File: src/design/pcfk_pkg.sv
`default_nettype none
// ----------------------------------------------------------------------------
// pcfk_pkg: shared types and constants for the planar chain FK unit
// Field widths, CORDIC constants, the arctangent table and the command
// that travels from the front end to the back end.
// ----------------------------------------------------------------------------
package pcfk_pkg;

	// Field widths
	localparam int JOINT_W       = 16;
	localparam int TRIG_W        = 16;
	localparam int POS_W         = 24;
	localparam int LEN_W         = 16;
	localparam int ANGLE_OUT_W   = 16;

	// Angle resolution: default and widest supported
	localparam int ANGLE_BITS_DEF = 16;
	localparam int ANGLE_MAX_W    = 24;

	// Link length after reset: 2.0 in Q8.8
	localparam logic [LEN_W-1:0] LINK_LEN_RST = 16'd512;

	// CORDIC
	localparam int CORDIC_STEPS = 20;
	localparam int CNT_W        = $clog2(CORDIC_STEPS);
	localparam int CX_W         = 33;
	localparam logic signed [CX_W-1:0] CORDIC_GAIN = 33'sd652032874;

	// Position saturation limits (Q15.8)
	localparam logic signed [POS_W-1:0] POS_MAX = 24'sh7FFFFF;
	localparam logic signed [POS_W-1:0] POS_MIN = 24'sh800000;

	// Front-to-back command
	typedef struct packed {
		logic [ANGLE_MAX_W-1:0] angle;
		logic                   root;
		logic                   leaf;
	} pcfk_cmd_t;

	// Back-end sequencer states
	typedef enum logic [2:0] {
		BK_IDLE,
		BK_ROT,
		BK_RND,
		BK_MUL,
		BK_UPD
	} pcfk_bk_state_t;

	// Arctangent of 2^-i in units of 2^-32 turn
	function automatic logic signed [31:0] atan_turn(input logic [CNT_W-1:0] i);
		logic signed [31:0] r;
		unique case (i)
			5'd0:    r = 32'sd536870912;
			5'd1:    r = 32'sd316933406;
			5'd2:    r = 32'sd167458907;
			5'd3:    r = 32'sd85004756;
			5'd4:    r = 32'sd42667331;
			5'd5:    r = 32'sd21354465;
			5'd6:    r = 32'sd10679838;
			5'd7:    r = 32'sd5340245;
			5'd8:    r = 32'sd2670163;
			5'd9:    r = 32'sd1335087;
			5'd10:   r = 32'sd667544;
			5'd11:   r = 32'sd333772;
			5'd12:   r = 32'sd166886;
			5'd13:   r = 32'sd83443;
			5'd14:   r = 32'sd41722;
			5'd15:   r = 32'sd20861;
			5'd16:   r = 32'sd10430;
			5'd17:   r = 32'sd5215;
			5'd18:   r = 32'sd2608;
			5'd19:   r = 32'sd1304;
			default: r = 32'sd0;
		endcase
		return r;
	endfunction

endpackage
`default_nettype wire

File: src/design/pcfk_queue.sv
`default_nettype none
// ----------------------------------------------------------------------------
// pcfk_queue: command queue
// Two-entry FIFO that decouples joint intake from the CORDIC back end.
// ----------------------------------------------------------------------------
module pcfk_queue (
	input  wire logic              clk,
	input  wire logic              arst_n,
	input  wire logic              push_valid,
	output logic                   push_ready,
	input  wire pcfk_pkg::pcfk_cmd_t push_cmd,
	output logic                   pop_valid,
	input  wire logic              pop_ready,
	output pcfk_pkg::pcfk_cmd_t    pop_cmd
);
	import pcfk_pkg::*;

	pcfk_cmd_t  ent_q [2];
	logic       wp_q;
	logic       rp_q;
	logic [1:0] cnt_q;
	logic       do_push;
	logic       do_pop;

	assign push_ready = (cnt_q != 2'd2);
	assign pop_valid  = (cnt_q != 2'd0);
	assign pop_cmd    = ent_q[rp_q];
	assign do_push    = push_valid && push_ready;
	assign do_pop     = pop_valid && pop_ready;

	// Entry storage
	always_ff @(posedge clk) begin
		if (do_push) begin
			ent_q[wp_q] <= push_cmd;
		end
	end

	// Pointers and fill count
	always_ff @(posedge clk or negedge arst_n) begin
		if (!arst_n) begin
			wp_q  <= 1'b0;
			rp_q  <= 1'b0;
			cnt_q <= 2'd0;
		end else begin
			if (do_push) begin
				wp_q <= ~wp_q;
			end
			if (do_pop) begin
				rp_q <= ~rp_q;
			end
			case ({do_push, do_pop})
				2'b10:   cnt_q <= cnt_q + 2'd1;
				2'b01:   cnt_q <= cnt_q - 2'd1;
				default: cnt_q <= cnt_q;
			endcase
		end
	end

endmodule
`default_nettype wire

File: config.mk
export PLATFORM = sky130hd
export DESIGN_NAME = pcfk_queue
export DESIGN_NICKNAME = d
export VERILOG_FILES = /design/src/design/pcfk_pkg.sv /design/src/design/pcfk_queue.sv
export SDC_FILE = /design/constraint.sdc
export NUM_CORES = 1
export LEC_CHECK = 0
export ABC_AREA = 0
export BUFFER_PORTS_ARGS = -buffer_cell sky130_fd_sc_hd__buf_2
export CAP_MARGIN = 10
export CORE_MARGIN = 3
export CORE_UTILIZATION = 48
export CTS_BUF_LIST = sky130_fd_sc_hd__clkbuf_4 sky130_fd_sc_hd__clkbuf_8
export DETAILED_ROUTE_END_ITERATION = 7
export PLACE_DENSITY = 0.82
export SLEW_MARGIN = 10
export SYNTH_ARGS = -nofsm -noshare
export SYNTH_HDL_FRONTEND = slang
export SYNTH_SLANG_ARGS = --single-unit
File: constraint.sdc
create_clock -name clk -period 2.3 [get_ports clk]
set_input_delay 0 -clock clk [delete_from_list [all_inputs] [get_ports clk]]
set_output_delay 0 -clock clk [all_outputs]
set_load 0.01 [all_outputs]
==> impl_metrics.ini <==
[outcome]
outcome = complete, no violations

[global_route]
grt_max_degree = 19
antenna_found_initial = 0
grt_pass1_wl_um = 5510
grt_pass1_vias = 1216
grtUsageTotal_pct = 14.3
grt-ovfl-total = 0

[critical_path]
path_buf_inv = 2
cp_data_arrival_time_ps = 1830
cp_cell_sequence = buf_4 > mux2_2 > buf_2
start_kind = flop
cp_top_family = flip-flops
max_stage_delay_ps = 750
slowest_stage = dfrtp_1
end_kind = primary output
critPathKind = reg -> out
worstPathRequired_ps = 2300
cp_max_fo = 15

[timing]
report.final.slew_viol_count = 0
rsz0062_at_grt = false
tns_ps = 0
worst_slew_pin_slew_ps = 618
finalSetupViolCount = 0
finalHoldViolations = 0
period_share_pct = 79.5
fin_skew_ps = 6.03
fin_crit_ps = 1830
relSlewSlack_pct = 58.8
timing.fmax_mhz = 547

[floorplan]
initial_core_util_pct = 51.1
die_area_um2 = 5180
rows = 23
chipWidth_um = 71.9
ioPinCount = 58
core_um2 = 4090
die_h_um = 71.9

[cells_and_area]
synthToLayoutAreaGrowth_pct = 35.4
drive_gt1_share_pct = 50.8
final_cell_mix = buf_2 (57), edfxtp_1 (52), dlygate4sd3_1 (28)
nets = 223
antenna-diode-count = 0
final_common_cell = buf_2
fill_cells = 289
finalInstanceArea_um2 = 2830

[run]
drv_cap = 0

[clock_tree]
clk_latency_ps = 300
cts_buffer_depth = 2
numCtsBuffers = 5
cts_sinks = 56
clk_pin_slew_ps = 100
cts_tree = yes
root_buffer = clkbuf_8
h-tree-depth = 2

[yosys]
yosys_warnings = 0
syn_area_um2 = 2090
synth-seq-cells = 56
synth.distinct_cells = 14
synthesis.nets = 129
syn_avg_cell_area_um2 = 21.3
synth_cells = 98
seq_area_frac_synth_pct = 79.6

[power_and_ir_drop]
power.density_nw_per_um2 = 1100
p_leak_nw = 1.09
ir_drop_mv = 0.653

[route]
drc = 0
drtIter0Drc = 61
vias = 1171
routed_wl_um = 3700
ant_nets = 0
drt-pass1-iter-count = 4
wl_per_cell_um = 15.2
viasPerCell = 4.82

[place]
place_congestion = 0.732
place_area_um2 = 2450
portBuffers = 57
hpwlAfterDp_um = 2570

[min_path]
hold_class = in -> async
cell type report:
| cell class | count | area [um^2] | area share [%] |
|---|---|---|---|
| repair buffers | 90 | 616 | 21.8 |
| clock inverters | 2 | 16.3 | 0.575 |
| flip-flops and latches | 56 | 1660 | 58.8 |
| well taps | 50 | 62.6 | 2.21 |
| multi-input cells | 39 | 394 | 13.9 |
| clock buffers | 6 | 76.3 | 2.70 |
worst paths after layout:
kind                            start           to  slack [ps]  cells past startpoint
min in group clk           push_valid         wp_q          60                      3
min reg2reg                  cnt_q[1]     cnt_q[1]         510                      1
max                              rp_q  pop_cmd[11]         470                      3
max in group asynchronous      arst_n         wp_q        2160                      2
max reg2reg                  cnt_q[0]  ent_q[0][5]         630                      4
min                            arst_n     cnt_q[0]          20                      2
synth_stat cells:
library cell	count	area share (%)
buf_6	3	1.6
dfrtp_1	4	4.8
nand2b_1	1	0.30
mux2_4	1	0.72
and3_1	1	0.30
or2_1	1	0.30
and2_4	1	0.42
mux2_2	25	13
nor2_1	2	0.36
edfxtp_1	52	75
ha_1	1	0.60
nand2_1	1	0.18
xnor2_1	3	1.3
xor2_1	2	0.84
where the power goes:
part           switching [W]  leakage (nW)  internal (W)
combinational       0.000506         0.519      0.000544
clock               0.000306        0.0448      0.000229
sequential          0.000121         0.530       0.00140
total               0.000934          1.09       0.00217
through the flow:
| stage | utilization, % | std cells | worst slack, ps | total power, W | hold slack [ps] |
|---|---|---|---|---|---|
| after CTS | 69.2 | 243 | 430 | 0.00314 | 12.1 |
| after global placement | 60.0 | 207 | 745 | 0.00252 | -193 |
| after floorplan | - | 98 | 77.7 | 0.00219 | -296 |
| after global routing | 69.2 | 243 | 352 | 0.00326 | 22.2 |
| after detailed placement | 60.0 | 207 | 644 | 0.00257 | -185 |
| final | 69.2 | 243 | 471 | 0.00310 | 15.5 |
what timing repair did:
item | in CTS | in global routing
setup buffers | 0 | 0
setup endpoints to repair | 0 | 0
hold buffers | 28 | 0
gates resized for setup | 0 | 0
hold endpoints to repair | 57 | 0
flip-flops by register name (all words and copies together) (netlist names):
name and flops:
cnt_q 2, wp_q 1, rp_q 1, ent_q 52
per-layer routing:
layer | vias to the layer above | track usage [%] | routed length, um
met5 | - | 0 | 0
met4 | 0 | 4.38 | 32
met3 | 3 | 4.43 | 235
met2 | 44 | 24.5 | 1800
met1 | 561 | 17.5 | 1640
li1 | 563 | - | -
logic make-up (layout without fill, tap and decap cells):
kind of cell	Yosys count	in the layout	share of synthesized area (%)
flip-flops	56	56	79.6
multiplexers	26	26	14.2
AND/OR/NAND/NOR	7	7	1.86
XOR/XNOR	5	5	2.10
buffers and inverters	3	98	1.62
adder cells (fa/ha/maj)	1	1	0.599
(Power assumes the default switching activity.)
