==> config.mk <==
export PLATFORM = sky130hd
export DESIGN_NAME = pcfk_front_flat
export DESIGN_NICKNAME = d
export VERILOG_FILES = /design/src/design/pcfk_pkg.sv /design/src/design/pcfk_ifs.sv /design/src/design/pcfk_front.sv /design/src/flat_wrapper.sv
export SDC_FILE = /design/constraint.sdc
export NUM_CORES = 1
export LEC_CHECK = 0
export BUFFER_PORTS_ARGS = -buffer_cell sky130_fd_sc_hd__buf_2
export CAP_MARGIN = 40
export CORE_MARGIN = 5
export CORE_UTILIZATION = 55
export CTS_BUF_LIST = sky130_fd_sc_hd__clkbuf_2
export CTS_CLUSTER_DIAMETER = 200
export DETAILED_ROUTE_END_ITERATION = 8
export PLACE_DENSITY = 0.83
export REMOVE_ABC_BUFFERS = 1
export SKIP_CTS_REPAIR_TIMING = 1
export SYNTH_ARGS = -nofsm -noshare
export SYNTH_HDL_FRONTEND = slang
export SYNTH_SLANG_ARGS = --single-unit
==> constraint.sdc <==
create_clock -name clk -period 3.35 [get_ports clk]
set_clock_uncertainty 0.2 [all_clocks]
set_input_delay 0.5025 -clock clk [delete_from_list [all_inputs] [get_ports clk]]
set_output_delay 0.5025 -clock clk [all_outputs]
set_load 0.02 [all_outputs]
==> src/design/pcfk_pkg.sv <==
`default_nettype none
// ----------------------------------------------------------------------------
// pcfk_pkg: shared types and constants for the planar chain FK unit
// Field widths, CORDIC constants, the arctangent table and the command
// that travels from the front end to the back end.
// ----------------------------------------------------------------------------
package pcfk_pkg;

	// Field widths
	localparam int JOINT_W       = 16;
	localparam int TRIG_W        = 16;
	localparam int POS_W         = 24;
	localparam int LEN_W         = 16;
	localparam int ANGLE_OUT_W   = 16;

	// Angle resolution: default and widest supported
	localparam int ANGLE_BITS_DEF = 16;
	localparam int ANGLE_MAX_W    = 24;

	// Link length after reset: 2.0 in Q8.8
	localparam logic [LEN_W-1:0] LINK_LEN_RST = 16'd512;

	// CORDIC
	localparam int CORDIC_STEPS = 20;
	localparam int CNT_W        = $clog2(CORDIC_STEPS);
	localparam int CX_W         = 33;
	localparam logic signed [CX_W-1:0] CORDIC_GAIN = 33'sd652032874;

	// Position saturation limits (Q15.8)
	localparam logic signed [POS_W-1:0] POS_MAX = 24'sh7FFFFF;
	localparam logic signed [POS_W-1:0] POS_MIN = 24'sh800000;

	// Front-to-back command
	typedef struct packed {
		logic [ANGLE_MAX_W-1:0] angle;
		logic                   root;
		logic                   leaf;
	} pcfk_cmd_t;

	// Back-end sequencer states
	typedef enum logic [2:0] {
		BK_IDLE,
		BK_ROT,
		BK_RND,
		BK_MUL,
		BK_UPD
	} pcfk_bk_state_t;

	// Arctangent of 2^-i in units of 2^-32 turn
	function automatic logic signed [31:0] atan_turn(input logic [CNT_W-1:0] i);
		logic signed [31:0] r;
		unique case (i)
			5'd0:    r = 32'sd536870912;
			5'd1:    r = 32'sd316933406;
			5'd2:    r = 32'sd167458907;
			5'd3:    r = 32'sd85004756;
			5'd4:    r = 32'sd42667331;
			5'd5:    r = 32'sd21354465;
			5'd6:    r = 32'sd10679838;
			5'd7:    r = 32'sd5340245;
			5'd8:    r = 32'sd2670163;
			5'd9:    r = 32'sd1335087;
			5'd10:   r = 32'sd667544;
			5'd11:   r = 32'sd333772;
			5'd12:   r = 32'sd166886;
			5'd13:   r = 32'sd83443;
			5'd14:   r = 32'sd41722;
			5'd15:   r = 32'sd20861;
			5'd16:   r = 32'sd10430;
			5'd17:   r = 32'sd5215;
			5'd18:   r = 32'sd2608;
			5'd19:   r = 32'sd1304;
			default: r = 32'sd0;
		endcase
		return r;
	endfunction

endpackage
`default_nettype wire

==> src/design/pcfk_ifs.sv <==
`default_nettype none
// ----------------------------------------------------------------------------
// pcfk_ifs: channel interfaces of the planar chain FK unit
// Joint-angle input channel and pose result channel, valid/ready.
// ----------------------------------------------------------------------------
interface pcfk_joint_if;
	import pcfk_pkg::*;
	logic               valid;
	logic               ready;
	logic [JOINT_W-1:0] joint_angle;
	logic               last_joint;

	modport source (output valid, output joint_angle, output last_joint, input ready);
	modport sink   (input valid, input joint_angle, input last_joint, output ready);
endinterface

`default_nettype wire

==> src/design/pcfk_front.sv <==
`default_nettype none
// ----------------------------------------------------------------------------
// pcfk_front: joint intake
// Accepts joint transactions, accumulates the chain angle, tags root and
// leaf joints and pushes a command toward the back end.
// ----------------------------------------------------------------------------
module pcfk_front #(
	parameter int ANGLE_BITS = pcfk_pkg::ANGLE_BITS_DEF
) (
	input  wire logic              clk,
	input  wire logic              arst_n,
	pcfk_joint_if.sink             joint,
	output logic                   push_valid,
	input  wire logic              push_ready,
	output pcfk_pkg::pcfk_cmd_t    push_cmd
);
	import pcfk_pkg::*;

	localparam int InW = (ANGLE_BITS < JOINT_W) ? ANGLE_BITS : JOINT_W;

	logic                  at_root_q;
	logic [ANGLE_BITS-1:0] run_angle_q;
	logic [ANGLE_BITS-1:0] ang_in;
	logic [ANGLE_BITS-1:0] total;
	logic                  accept;

	// Cumulative angle, wraps at one full turn
	always_comb begin
		ang_in = ANGLE_BITS'(joint.joint_angle[InW-1:0]);
		total  = at_root_q ? ang_in : run_angle_q + ang_in;
	end

	assign accept       = joint.valid && push_ready;
	assign joint.ready  = push_ready;
	assign push_valid   = joint.valid;
	assign push_cmd.angle = ANGLE_MAX_W'(total);
	assign push_cmd.root  = at_root_q;
	assign push_cmd.leaf  = joint.last_joint;

	// Chain state: a leaf restarts the chain at the root
	always_ff @(posedge clk or negedge arst_n) begin
		if (!arst_n) begin
			at_root_q   <= 1'b1;
			run_angle_q <= '0;
		end else if (accept) begin
			at_root_q   <= joint.last_joint;
			run_angle_q <= joint.last_joint ? '0 : total;
		end
	end

endmodule
`default_nettype wire

==> src/flat_wrapper.sv <==
// flat-port wrapper written by rule: the top's interface ports become plain ports
module pcfk_front_flat import pcfk_pkg::*;
#(
	parameter int ANGLE_BITS = pcfk_pkg::ANGLE_BITS_DEF
)
  (clk, arst_n, push_valid, push_ready, push_cmd, joint_valid, joint_joint_angle, joint_last_joint, joint_ready);
  pcfk_joint_if joint_i ();
  input  wire logic clk;
  input  wire logic arst_n;
  output logic push_valid;
  input  wire logic push_ready;
  output pcfk_pkg::pcfk_cmd_t push_cmd;
  input wire logic [$bits(joint_i.valid)-1:0] joint_valid;
  input wire logic [$bits(joint_i.joint_angle)-1:0] joint_joint_angle;
  input wire logic [$bits(joint_i.last_joint)-1:0] joint_last_joint;
  output wire logic [$bits(joint_i.ready)-1:0] joint_ready;
  assign joint_i.valid = joint_valid;
  assign joint_i.joint_angle = joint_joint_angle;
  assign joint_i.last_joint = joint_last_joint;
  assign joint_ready = joint_i.ready;
  pcfk_front #(.ANGLE_BITS(ANGLE_BITS)) u_core (.clk(clk), .arst_n(arst_n), .joint(joint_i), .push_valid(push_valid), .push_ready(push_ready), .push_cmd(push_cmd));
endmodule
==> flow_metrics.py <==
metrics = {
    "logic_synthesis": {
        "synth_top_cell_by_area": "dfrtp_1",
        "syn_inst": 214,
        "synth_top_flop_cell": "dfrtp_1",
        "synthMostInstantiatedCell": "nand2_1",
        "synth_top_area_frac": 0.219,
        "seq_area_frac_synth": 0.234,
        "synth_edf_count": 0,
        "avgSynthCellArea_um2": 8.52,
        "yosys_warnings": 0,
        "ys_seq_elements": 17,
        "syn_area_um2": 1820,
        "yosys.cell_types.count": 52,
        "async_reset_ff_frac": 1.00,
        "yosys-top-cells-area": "dfrtp_1 (22%), ha_1 (10%), nand2_1 (5.3%)",
        "synth_commonest_cells": "nand2_1 (26), dfrtp_1 (16), ha_1 (15)",
    },
    "clock_tree": {
        "clk_latency_ns": 0.33,
        "cts_root_buf": "clkbuf_2",
        "cts_made_buffers": 3,
        "path_clk_slew_ns": 0.18,
        "cts_tree": "built",
        "htreeDepth": 1,
        "cts_buffer_depth": 2,
        "cts.sinks": 17,
    },
    "timing": {
        "clock.fmax_mhz": 296,
        "slew_violations": 0,
        "tightest_slew_ns": 0.850,
        "fin_crit_sh": 1.01,
        "hold_viol_final": 0,
        "fin_ws_ns": -0.0234,
        "setup_viol": 1,
        "setup-tns-final_ns": -0.0234,
        "grt_setup_unrepaired": "yes",
        "finalCriticalPeriod_ns": 3.37,
        "slew_headroom": 0.431,
    },
    "status": {
        "status": "finished with violations",
        "violations": "setup timing",
    },
    "die": {
        "fp.coreArea_um2": 3280,
        "initial_core_util": 0.555,
        "fp.dieH_um": 67.6,
        "io_pins": 49,
        "die_x_um": 67.6,
        "die-area_um2": 4570,
        "num_rows": 21,
    },
    "power_and_ir_drop": {
        "powerDensity_nw_per_um2": 584,
        "leakage_nw": 0.992,
        "ir_drop_mv": 0.310,
        "total_power_mw": 1.22,
    },
    "global_route": {
        "grt_antenna_before_repair": 0,
        "grt_pass1_vias": 1658,
        "grt_start_max_net_pins": 28,
        "grt_pass1_wl_um": 7310,
        "grt_overflow": 0,
        "track_usage": 0.207,
    },
    "routing": {
        "drt_iter0_drc": 85,
        "routed_wl_um": 4470,
        "dr.pass1.iters": 4,
        "wl_per_cell_um": 15.1,
        "drcViolationCount": 0,
        "vias_per_cell": 5.81,
        "ant_nets": 0,
        "vias": 1725,
    },
    "final_layout": {
        "layout.nets": 289,
        "synthToLayoutAreaGrowth_pct": 15.0,
        "drive_gt1_frac": 0.307,
        "diodes": 0,
    },
    "worst_setup_path": {
        "worstPathRequired_ns": 2.65,
        "critPathLaunchType": "flip-flop",
        "worst-setup-path-type": "reg -> out",
        "cp_max_fo": 3,
        "cp-end-kind": "output pin",
        "cp_data_arrival_time_ns": 2.67,
    },
    "min_path": {
        "hold_class": "in -> reg",
    },
    "run": {
        "max-cap-violations": 0,
    },
    "place": {
        "gp_congestion": 0.875,
        "numPortBuffers": 40,
        "dp_hpwl_um": 3410,
    },
}
power by group:
part	switching, mW	leakage [nW]	total, mW	internal [mW]
clock network	0.0746	0.0166	0.106	0.0316
registers	0.0375	0.218	0.289	0.252
logic	0.484	0.758	0.829	0.344
cells in the final DEF, fill, tap and decap left out, types with 4 or more instances in the layout:
| cell | n |
|---|---|
| xor2_1 | 6 |
| conb_1 | 8 |
| nor2_1 | 10 |
| o21ai_1 | 6 |
| and2_1 | 5 |
| inv_1 | 5 |
| o21ai_0 | 13 |
| xnor2_1 | 6 |
| dfrtp_1 | 16 |
| clkbuf_2 | 4 |
| ha_1 | 13 |
| buf_2 | 38 |
| a21oi_1 | 7 |
| a31oi_1 | 4 |
| a22o_1 | 10 |
| mux2i_1 | 4 |
| nand2_1 | 26 |
| buf_4 | 9 |
| o21a_1 | 4 |
state kept, by name, summed over array words and instances, names as in the netlist:
register / cells
u_core.at_root_q: 1
u_core.run_angle_q: 16
layout make-up:
type                       count  area, µm²
multi-input combinational    177       1310
clock buffer                   4       20.0
fill                         301       1190
sequential                    17        427
timing repair buffer          48        268
tap                           46       57.6
inverter                       5       18.8
worst paths after layout:
check / startpoint / endpoint / slack, ns / depth (start not counted)
min in group asynchronous: arst_n / u_core.run_angle_q[7]$_DFFE_PN0P_ / 0.41 / 2
max in group asynchronous: arst_n / u_core.at_root_q$_DFFE_PN1P_ / 2.21 / 2
hold reg to reg: u_core.run_angle_q[5]$_DFFE_PN0P_ / u_core.run_angle_q[5]$_DFFE_PN0P_ / 0.34 / 1
setup reg to reg: u_core.run_angle_q[0]$_DFFE_PN0P_ / u_core.run_angle_q[14]$_DFFE_PN0P_ / 0.82 / 9
hold / removal: joint_last_joint / u_core.at_root_q$_DFFE_PN1P_ / 0.25 / 3
setup / recovery: u_core.run_angle_q[0]$_DFFE_PN0P_ / push_cmd[16] / -0.02 / 10
cells by family after synthesis:
| kind of cell | Yosys count | share of synthesized area |
|---|---|---|
| compound gates | 73 | 0.308 |
| xor+xnor | 12 | 0.0576 |
| fa+ha+maj | 16 | 0.114 |
| buf+inv | 27 | 0.0864 |
| flops | 17 | 0.234 |
| mux | 6 | 0.0343 |
| other cells | 1 | 0.00206 |
| simple gates | 62 | 0.164 |
per-layer routing:
| metal | routed length [µm] | vias up | track usage |
|---|---|---|---|
| met5 | 0 | - | 0 |
| met4 | 74 | 0 | 0.0861 |
| met3 | 192 | 11 | 0.0433 |
| met2 | 2190 | 41 | 0.346 |
| met1 | 2020 | 830 | 0.256 |
| li1 | - | 843 | - |
critical path: stages (launching register included):
cell,delay [ns]
dfrtp_1,0.45
ha_4,0.18
fa_2,0.34
a21o_2,0.21
a21oi_4,0.15
o21ai_2,0.10
nand4_1,0.19
a31oi_1,0.13
a311oi_2,0.33
nand2_1,0.09
buf_4,0.17
stage by stage:
step,cell area [µm²],hold slack [ns],setup slack (ns),instances,utilization
after detailed placement,2000,0.260,0.0427,289,0.609
after floorplan,1710,0.00691,0.380,199,-
after CTS,2020,-0.124,-0.0989,293,0.615
final,2100,0.247,-0.0234,297,0.638
after global routing,2100,0.239,-0.0944,297,0.638
after global placement,2000,0.257,0.126,289,0.609
Note: power is estimated with default switching activity, not from simulation.
