$ cat config.mk
export PLATFORM = sky130hd
export DESIGN_NAME = pcfk_back_flat
export DESIGN_NICKNAME = d
export VERILOG_FILES = /design/src/design/pcfk_pkg.sv /design/src/design/pcfk_ifs.sv /design/src/design/pcfk_back.sv /design/src/flat_wrapper.sv
export SDC_FILE = /design/constraint.sdc
export NUM_CORES = 2
export LEC_CHECK = 0
export ABC_AREA = 1
export ABC_CLOCK_PERIOD_IN_PS = 8200
export BUFFER_PORTS_ARGS = -buffer_cell sky130_fd_sc_hd__clkbuf_2
export CELL_PAD_IN_SITES_DETAIL_PLACEMENT = 2
export CELL_PAD_IN_SITES_GLOBAL_PLACEMENT = 2
export CORE_MARGIN = 2
export CORE_UTILIZATION = 39
export DETAILED_ROUTE_END_ITERATION = 12
export GPL_TIMING_DRIVEN = 0
export PLACE_DENSITY_LB_ADDON = 0.1
export SLEW_MARGIN = 20
export SYNTH_ARGS = -nofsm -noshare
export SYNTH_HDL_FRONTEND = slang
export SYNTH_SLANG_ARGS = --single-unit
export TNS_END_PERCENT = 50
$ cat constraint.sdc
create_clock -name clk -period 8.2 [get_ports clk]
set_input_delay 0.82 -clock clk [delete_from_list [all_inputs] [get_ports clk]]
set_output_delay 0.82 -clock clk [all_outputs]
set_load 0.02 [all_outputs]
$ cat src/design/pcfk_pkg.sv
`default_nettype none
// ----------------------------------------------------------------------------
// pcfk_pkg: shared types and constants for the planar chain FK unit
// Field widths, CORDIC constants, the arctangent table and the command
// that travels from the front end to the back end.
// ----------------------------------------------------------------------------
package pcfk_pkg;

	// Field widths
	localparam int JOINT_W       = 16;
	localparam int TRIG_W        = 16;
	localparam int POS_W         = 24;
	localparam int LEN_W         = 16;
	localparam int ANGLE_OUT_W   = 16;

	// Angle resolution: default and widest supported
	localparam int ANGLE_BITS_DEF = 16;
	localparam int ANGLE_MAX_W    = 24;

	// Link length after reset: 2.0 in Q8.8
	localparam logic [LEN_W-1:0] LINK_LEN_RST = 16'd512;

	// CORDIC
	localparam int CORDIC_STEPS = 20;
	localparam int CNT_W        = $clog2(CORDIC_STEPS);
	localparam int CX_W         = 33;
	localparam logic signed [CX_W-1:0] CORDIC_GAIN = 33'sd652032874;

	// Position saturation limits (Q15.8)
	localparam logic signed [POS_W-1:0] POS_MAX = 24'sh7FFFFF;
	localparam logic signed [POS_W-1:0] POS_MIN = 24'sh800000;

	// Front-to-back command
	typedef struct packed {
		logic [ANGLE_MAX_W-1:0] angle;
		logic                   root;
		logic                   leaf;
	} pcfk_cmd_t;

	// Back-end sequencer states
	typedef enum logic [2:0] {
		BK_IDLE,
		BK_ROT,
		BK_RND,
		BK_MUL,
		BK_UPD
	} pcfk_bk_state_t;

	// Arctangent of 2^-i in units of 2^-32 turn
	function automatic logic signed [31:0] atan_turn(input logic [CNT_W-1:0] i);
		logic signed [31:0] r;
		unique case (i)
			5'd0:    r = 32'sd536870912;
			5'd1:    r = 32'sd316933406;
			5'd2:    r = 32'sd167458907;
			5'd3:    r = 32'sd85004756;
			5'd4:    r = 32'sd42667331;
			5'd5:    r = 32'sd21354465;
			5'd6:    r = 32'sd10679838;
			5'd7:    r = 32'sd5340245;
			5'd8:    r = 32'sd2670163;
			5'd9:    r = 32'sd1335087;
			5'd10:   r = 32'sd667544;
			5'd11:   r = 32'sd333772;
			5'd12:   r = 32'sd166886;
			5'd13:   r = 32'sd83443;
			5'd14:   r = 32'sd41722;
			5'd15:   r = 32'sd20861;
			5'd16:   r = 32'sd10430;
			5'd17:   r = 32'sd5215;
			5'd18:   r = 32'sd2608;
			5'd19:   r = 32'sd1304;
			default: r = 32'sd0;
		endcase
		return r;
	endfunction

endpackage
`default_nettype wire

$ cat src/design/pcfk_ifs.sv
`default_nettype none


interface pcfk_pose_if;
	import pcfk_pkg::*;
	logic                   valid;
	logic                   ready;
	logic [TRIG_W-1:0]      cos_total;
	logic [TRIG_W-1:0]      sin_total;
	logic [POS_W-1:0]       origin_x;
	logic [POS_W-1:0]       origin_y;
	logic [ANGLE_OUT_W-1:0] angle_total;
	logic                   is_leaf;

	modport source (output valid, output cos_total, output sin_total, output origin_x,
		output origin_y, output angle_total, output is_leaf, input ready);
	modport sink   (input valid, input cos_total, input sin_total, input origin_x,
		input origin_y, input angle_total, input is_leaf, output ready);
endinterface
`default_nettype wire

$ cat src/design/pcfk_back.sv
`default_nettype none
// ----------------------------------------------------------------------------
// pcfk_back: trig and position engine
// Iterative CORDIC (one micro-rotation per cycle) for cos/sin of the
// cumulative angle, then link-length scaling and saturating position update.
// Holds the result in an output register until the sink takes it.
// ----------------------------------------------------------------------------
module pcfk_back #(
	parameter int ANGLE_BITS = pcfk_pkg::ANGLE_BITS_DEF
) (
	input  wire logic                      clk,
	input  wire logic                      arst_n,
	input  wire logic                      cmd_valid,
	output logic                           cmd_ready,
	input  wire pcfk_pkg::pcfk_cmd_t       cmd,
	input  wire logic [pcfk_pkg::LEN_W-1:0] link_len,
	pcfk_pose_if.source                    pose
);
	import pcfk_pkg::*;

	localparam int PShift = 32 - ANGLE_BITS;

	pcfk_bk_state_t state_q;
	pcfk_bk_state_t state_nxt;

	// Sequencer strobes
	logic load;
	logic step;
	logic rnd;
	logic mul;
	logic wr;
	logic last_step;

	// Working registers
	logic [CNT_W-1:0]         cnt_q;
	logic signed [CX_W-1:0]   x_q;
	logic signed [CX_W-1:0]   y_q;
	logic signed [31:0]       z_q;
	logic [ANGLE_MAX_W-1:0]   total_q;
	logic                     leaf_q;
	logic signed [POS_W-1:0]  org_x_q;
	logic signed [POS_W-1:0]  org_y_q;
	logic signed [POS_W-1:0]  run_x_q;
	logic signed [POS_W-1:0]  run_y_q;
	logic signed [TRIG_W-1:0] cos_q;
	logic signed [TRIG_W-1:0] sin_q;
	logic signed [32:0]       prod_x_q;
	logic signed [32:0]       prod_y_q;

	// Output register
	logic                     ovalid_q;
	logic [TRIG_W-1:0]        ocos_q;
	logic [TRIG_W-1:0]        osin_q;
	logic [POS_W-1:0]         ox_q;
	logic [POS_W-1:0]         oy_q;
	logic [ANGLE_OUT_W-1:0]   oang_q;
	logic                     oleaf_q;

	// Datapath nets
	logic [31:0]              p;
	logic signed [CX_W-1:0]   x0;
	logic signed [CX_W-1:0]   y0;
	logic signed [CX_W-1:0]   dx;
	logic signed [CX_W-1:0]   dy;
	logic signed [31:0]       atn;
	logic signed [CX_W:0]     vx;
	logic signed [CX_W:0]     vy;
	logic signed [TRIG_W-1:0] c_sat;
	logic signed [TRIG_W-1:0] s_sat;
	logic signed [16:0]       len_s;
	logic signed [33:0]       rx;
	logic signed [33:0]       ry;
	logic signed [34:0]       nx;
	logic signed [34:0]       ny;

	function automatic logic signed [TRIG_W-1:0] sat_trig(input logic signed [CX_W:0] v);
		logic signed [CX_W:0] sh;
		logic signed [TRIG_W-1:0] r;
		sh = v >>> 15;
		if (sh > 34'sd32767) begin
			r = 16'sh7FFF;
		end else if (sh < -34'sd32768) begin
			r = 16'sh8000;
		end else begin
			r = TRIG_W'(sh);
		end
		return r;
	endfunction

	function automatic logic signed [POS_W-1:0] sat_pos(input logic signed [34:0] v);
		logic signed [POS_W-1:0] r;
		if (v > 35'(POS_MAX)) begin
			r = POS_MAX;
		end else if (v < 35'(POS_MIN)) begin
			r = POS_MIN;
		end else begin
			r = POS_W'(v);
		end
		return r;
	endfunction

	// Next state
	assign last_step = (cnt_q == CNT_W'(CORDIC_STEPS - 1));

	always_comb begin
		state_nxt = state_q;
		unique case (state_q)
			BK_IDLE: if (cmd_valid) state_nxt = BK_ROT;
			BK_ROT:  if (last_step) state_nxt = BK_RND;
			BK_RND:  state_nxt = BK_MUL;
			BK_MUL:  state_nxt = BK_UPD;
			BK_UPD:  if (!ovalid_q || pose.ready) state_nxt = BK_IDLE;
			default: state_nxt = BK_IDLE;
		endcase
	end

	// Sequencer outputs
	always_comb begin
		load = 1'b0;
		step = 1'b0;
		rnd  = 1'b0;
		mul  = 1'b0;
		wr   = 1'b0;
		unique case (state_q)
			BK_IDLE: load = cmd_valid;
			BK_ROT:  step = 1'b1;
			BK_RND:  rnd  = 1'b1;
			BK_MUL:  mul  = 1'b1;
			BK_UPD:  wr   = !ovalid_q || pose.ready;
			default: load = 1'b0;
		endcase
	end

	assign cmd_ready = load;

	always_ff @(posedge clk or negedge arst_n) begin
		if (!arst_n) begin
			state_q <= BK_IDLE;
		end else begin
			state_q <= state_nxt;
		end
	end

	// Start vector from the quadrant bits
	always_comb begin
		p  = 32'(cmd.angle) << PShift;
		x0 = '0;
		y0 = '0;
		case (p[31:30])
			2'd0:    x0 = CORDIC_GAIN;
			2'd1:    y0 = CORDIC_GAIN;
			2'd2:    x0 = -CORDIC_GAIN;
			default: y0 = -CORDIC_GAIN;
		endcase
	end

	// One micro-rotation
	assign dx  = y_q >>> cnt_q;
	assign dy  = x_q >>> cnt_q;
	assign atn = atan_turn(cnt_q);

	// Rounding to Q1.15 and scaling by link length
	assign vx    = (CX_W+1)'(x_q) + 34'sd16384;
	assign vy    = (CX_W+1)'(y_q) + 34'sd16384;
	assign c_sat = sat_trig(vx);
	assign s_sat = sat_trig(vy);
	assign len_s = signed'({1'b0, link_len});

	// Child position: origin plus rounded link step
	assign rx = (34'(prod_x_q) + 34'sd16384) >>> 15;
	assign ry = (34'(prod_y_q) + 34'sd16384) >>> 15;
	assign nx = 35'(org_x_q) + 35'(rx);
	assign ny = 35'(org_y_q) + 35'(ry);

	// CORDIC and product datapath
	always_ff @(posedge clk) begin
		if (load) begin
			x_q     <= x0;
			y_q     <= y0;
			z_q     <= signed'({2'b00, p[29:0]});
			cnt_q   <= '0;
			total_q <= cmd.angle;
			leaf_q  <= cmd.leaf;
			org_x_q <= cmd.root ? '0 : run_x_q;
			org_y_q <= cmd.root ? '0 : run_y_q;
		end
		if (step) begin
			cnt_q <= cnt_q + CNT_W'(1);
			if (!z_q[31]) begin
				x_q <= x_q - dx;
				y_q <= y_q + dy;
				z_q <= z_q - atn;
			end else begin
				x_q <= x_q + dx;
				y_q <= y_q - dy;
				z_q <= z_q + atn;
			end
		end
		if (rnd) begin
			cos_q <= c_sat;
			sin_q <= s_sat;
		end
		if (mul) begin
			prod_x_q <= len_s * cos_q;
			prod_y_q <= len_s * sin_q;
		end
	end

	// Running position of the next joint
	always_ff @(posedge clk or negedge arst_n) begin
		if (!arst_n) begin
			run_x_q <= '0;
			run_y_q <= '0;
		end else if (wr) begin
			run_x_q <= leaf_q ? '0 : sat_pos(nx);
			run_y_q <= leaf_q ? '0 : sat_pos(ny);
		end
	end

	// Result register
	always_ff @(posedge clk or negedge arst_n) begin
		if (!arst_n) begin
			ovalid_q <= 1'b0;
		end else if (wr) begin
			ovalid_q <= 1'b1;
		end else if (pose.ready) begin
			ovalid_q <= 1'b0;
		end
	end

	always_ff @(posedge clk) begin
		if (wr) begin
			ocos_q  <= cos_q;
			osin_q  <= sin_q;
			ox_q    <= org_x_q;
			oy_q    <= org_y_q;
			oang_q  <= total_q[ANGLE_OUT_W-1:0];
			oleaf_q <= leaf_q;
		end
	end

	assign pose.valid       = ovalid_q;
	assign pose.cos_total   = ocos_q;
	assign pose.sin_total   = osin_q;
	assign pose.origin_x    = ox_q;
	assign pose.origin_y    = oy_q;
	assign pose.angle_total = oang_q;
	assign pose.is_leaf     = oleaf_q;

endmodule
`default_nettype wire

$ cat src/flat_wrapper.sv
// flat-port wrapper written by rule: the top's interface ports become plain ports
module pcfk_back_flat import pcfk_pkg::*;
#(
	parameter int ANGLE_BITS = pcfk_pkg::ANGLE_BITS_DEF
)
  (clk, arst_n, cmd_valid, cmd_ready, cmd, link_len, pose_valid, pose_cos_total, pose_sin_total, pose_origin_x, pose_origin_y, pose_angle_total, pose_is_leaf, pose_ready);
  pcfk_pose_if pose_i ();
  input  wire logic clk;
  input  wire logic arst_n;
  input  wire logic cmd_valid;
  output logic cmd_ready;
  input  wire pcfk_pkg::pcfk_cmd_t cmd;
  input  wire logic [pcfk_pkg::LEN_W-1:0] link_len;
  output wire logic [$bits(pose_i.valid)-1:0] pose_valid;
  output wire logic [$bits(pose_i.cos_total)-1:0] pose_cos_total;
  output wire logic [$bits(pose_i.sin_total)-1:0] pose_sin_total;
  output wire logic [$bits(pose_i.origin_x)-1:0] pose_origin_x;
  output wire logic [$bits(pose_i.origin_y)-1:0] pose_origin_y;
  output wire logic [$bits(pose_i.angle_total)-1:0] pose_angle_total;
  output wire logic [$bits(pose_i.is_leaf)-1:0] pose_is_leaf;
  input wire logic [$bits(pose_i.ready)-1:0] pose_ready;
  assign pose_valid = pose_i.valid;
  assign pose_cos_total = pose_i.cos_total;
  assign pose_sin_total = pose_i.sin_total;
  assign pose_origin_x = pose_i.origin_x;
  assign pose_origin_y = pose_i.origin_y;
  assign pose_angle_total = pose_i.angle_total;
  assign pose_is_leaf = pose_i.is_leaf;
  assign pose_i.ready = pose_ready;
  pcfk_back #(.ANGLE_BITS(ANGLE_BITS)) u_core (.clk(clk), .arst_n(arst_n), .cmd_valid(cmd_valid), .cmd_ready(cmd_ready), .cmd(cmd), .link_len(link_len), .pose(pose_i));
endmodule
==> key figures <==
Detailed routing
  • Top sig layer: met4
  • Final wirelength: 205000 µm
  • Total number of vias: ~45k
  • Drt pass-1 iters: 5
  • Drc violations: 0
  • WL met2: between 100000 and 150000 µm
  • WL met3: 7200 µm
  • Avg Vias per Cell: around 5.5
  • DRT iter0 DRCs: 2975
  • Avg WL per Cell: 25.0 µm
  • Metal1 wirelength: between 80000 and 90000 µm
  • Antenna Nets Post-Route: 0

Setup path
  • Slowest-stage cell, CP: o21ai_0
  • Reg2Reg Launch Point: u_core.sin_q[2]$_SDFFCE_PN1N_
  • Startpoint types: input pin
  • R2r endpoint: u_core.prod_y_q[18]$_DFFE_PP_
  • Crit-path cells: clkbuf_2 > clkbuf_1 > clkbuf_1 > nand2_1 > fa_1 > inv_1 > fa_1 > ha_1 > fa_1 > inv_1 > fa_1 > inv_1 > fa_1 > ha_1 > nand4_1 > o21ai_0 > a21oi_1 > o21ai_0 > nand3_1 > nand2_1 > nand2_1 > nand2_1 > xor2_1
  • CP delay by family, top: adder cells
  • Bufs and invs on worst path: 6
  • CP dominant cell by count: fa_1
  • Data arrival, critical path: 8.07 ns
  • Critical path capture point type: flop
  • Worst-path maximum fanout: 10
  • CP peak stage delay: between 0.8 and 0.9 ns
  • Setup Crit Path Kind: in2reg
  • Reg2reg setup slack: 0.68 ns
  • R2R cell count: 22
  • CP required: about 8.6 ns

GRT
  • First-pass GRT wire length: 313000 µm
  • Largest net degree at the start of global routing: 72
  • GRT Total Usage: 32.7%
  • Congestion Overflow GR: 0
  • Vias in the first global route: 50.4k
  • Initial antenna violation count: 4

Logic synthesis
  • Syn Inst Count: around 6.3k
  • Yosys synthesis warning count: 0
  • Share of the synthesized area in the top cell type: 21.1%
  • Distinct cells, synth: 59
  • Yosys top cell by area: edfxtp_1
  • Cell types with the highest counts after synthesis: nand2_1, inv_1, nand3_1
  • Cell with the most instances after synthesis: nand2_1
  • Synth Register Bits: 417
  • Syn avg cell area: 7.54 µm²
  • Post-synth EDFFs: roughly 340
  • Ys flop type: edfxtp_1
  • Post-Syn Nets: 7167
  • Largest cells by area after synthesis: edfxtp_1, fa_1, nand2_1, ha_1, inv_1
  • Synth Cell Area: roughly 48000 µm²
  • Sequential cell area fraction in the yosys report: 25.1%
  • Post-synth ARST share: 12.5%

Flow run
  • Number of max-cap violations: 0

Timing
  • Final setup vio count: 0
  • Max-slew headroom: between 10% and 20%
  • Achievable Freq: 131 MHz
  • Worst-Margin Slew: 1.25 ns
  • Period utilization: between 90 and 100%
  • RSZ-0062 raised after global routing: false
  • Final hold violation count: 0
  • Tmin final: 7.64 ns
  • Slew Limit Fails: 0
  • Final TNS setup: 0 ns
  • Clock skew: slightly above 0.06 ns
  • Setup ws final: 0.564 ns

Placement
  • Dpl cells: 8103
  • Gpl congestion: 0.975
  • Dpl cell area: 50700 µm²
  • IO buf count: roughly 130
  • DP Worst Slack: -0.000274 ns
  • HPWL after DPL: 167000 µm

Floorplanning
  • Die H: 354 µm
  • I/O pin cnt: 145
  • Core area: 122000 µm²
  • Initial Util: 39.3%
  • Row cnt: 128
  • Die Width: 354 µm
  • Die area: 125000 µm²

Clock tree
  • Post-cts sizing count: 0
  • Clock root buffer: clkbuf_16
  • CTS Sinks: roughly 420
  • Setup bufs post-CTS: 0
  • Htree depth: 2
  • CTS tree: built
  • Clock Latency Late Sink: 0.70 ns
  • Clock buffer depth: 3
  • Clock slew at reported path FFs: 0.07 ns
  • CTS Buf Count: 53
  • Hold buffers post-CTS: 0

Cells and area
  • Final Cell Area: around 53000 µm²
  • Fin cells: slightly above 8k
  • N_diodes: 0
  • Share of layout cells above drive strength 1: between 5 and 6%
  • Nets: 7366
  • Fillers: 14.3k
  • P&R area growth vs syn: 10.1%

Min path
  • Min-Delay Path Class: in2async

Run status
  • Status: finished clean
flip-flops by register name, summed over array words and instances, names as in the netlist, 3 cells and up:
signal / count
u_core.atn: 30
u_core.cnt_q: 5
u_core.cos_q: 16
u_core.org_x_q: 24
u_core.org_y_q: 24
u_core.pose.angle_total: 16
u_core.pose.cos_total: 16
u_core.pose.origin_x: 24
u_core.pose.origin_y: 24
u_core.pose.sin_total: 16
u_core.prod_x_q: 19
u_core.prod_y_q: 19
u_core.run_x_q: 24
u_core.run_y_q: 24
u_core.sin_q: 16
u_core.state_q: 3
u_core.total_q: 16
u_core.x_q: 33
u_core.y_q: 33
u_core.z_q: 32
placed cells by master (no fill, tap or decap), types with 17 or more instances in the layout:
cell	instances
a21oi_1	310
a31oi_1	26
buf_2	39
clkbuf_1	167
clkbuf_16	53
clkbuf_2	138
dfrtp_1	52
dfxtp_1	30
edfxtp_1	335
fa_1	391
ha_1	396
inv_1	1143
nand2_1	1624
nand3_1	506
nand4_1	46
nor2_1	418
nor3_1	47
nor4_1	18
o211ai_1	17
o21a_1	21
o21ai_0	296
o21ai_1	21
or2_2	20
xnor2_1	78
xor2_1	138
through the flow:
stage	util (%)	hold slack (ns)
finish	43.3	0.0564
global route	43.3	0.0557
CTS	43.3	0.0315
detailed placement	41.7	0.405
global placement	41.5	0.401
floorplan	-	0.400
cell type report:
cell class	instances	area, µm²	share of cell area [%]
timing repair buffer	144	842	1.60
tap	1625	2030	3.87
multi-input combinational	4525	30400	57.9
sequential	417	12000	22.7
clock inverter	40	561	1.07
inverter	1154	4340	8.26
clock buffer	60	1370	2.61
buffer	238	1040	1.97
routing by layer:
layer	GRT usage, %	vias up
met5	0	-
met4	14.9	0
met3	3.03	353
met2	57.3	991
met1	40.7	23100
li1	-	20500
worst reg2reg max path: cells and delay by family, from the launching register on:
| family | cells | cell delay [ns] |
|---|---|---|
| adders and majority gates | 7 | 3.08 |
| AOI/OAI and AO/OA | 3 | 1.43 |
| buffers and inverters | 5 | 1.20 |
| and+or+nand+nor | 6 | 0.86 |
| DFF | 1 | 0.39 |
| xor gates and xnor gates | 1 | 0.32 |
worst max path at each step:
stage / startpoint / cells past startpoint / slack (ns) / endpoint
floorplan: cmd_valid / 10 / 1.62 / u_core.atn[14]$_SDFF_PP0_
global placement: cmd_valid / 12 / -3.34 / u_core.atn[12]$_DFF_P_
detailed placement: link_len[1] / 25 / -0.0003 / u_core.prod_y_q[26]$_DFFE_PP_
CTS: link_len[1] / 25 / 0.64 / u_core.prod_y_q[26]$_DFFE_PP_
global route: link_len[1] / 25 / 0.32 / u_core.prod_y_q[26]$_DFFE_PP_
finish: link_len[1] / 23 / 0.56 / u_core.prod_y_q[18]$_DFFE_PP_
logic make-up (layout without fill, tap and decap cells):
family | Yosys count | after routing | synth area share (%)
mux | 2 | 2 | 0.0472
simple gates | 2742 | 2742 | 23.9
compound gates | 778 | 778 | 9.01
xor+xnor | 216 | 216 | 3.96
buf+inv | 1392 | 1636 | 11.2
flops | 417 | 417 | 25.1
fa+ha+maj | 787 | 787 | 26.8
Power is left out: the tool's default activity adds up to more than one toggle a clock period on the data nets, which glitch-free logic cannot reach.
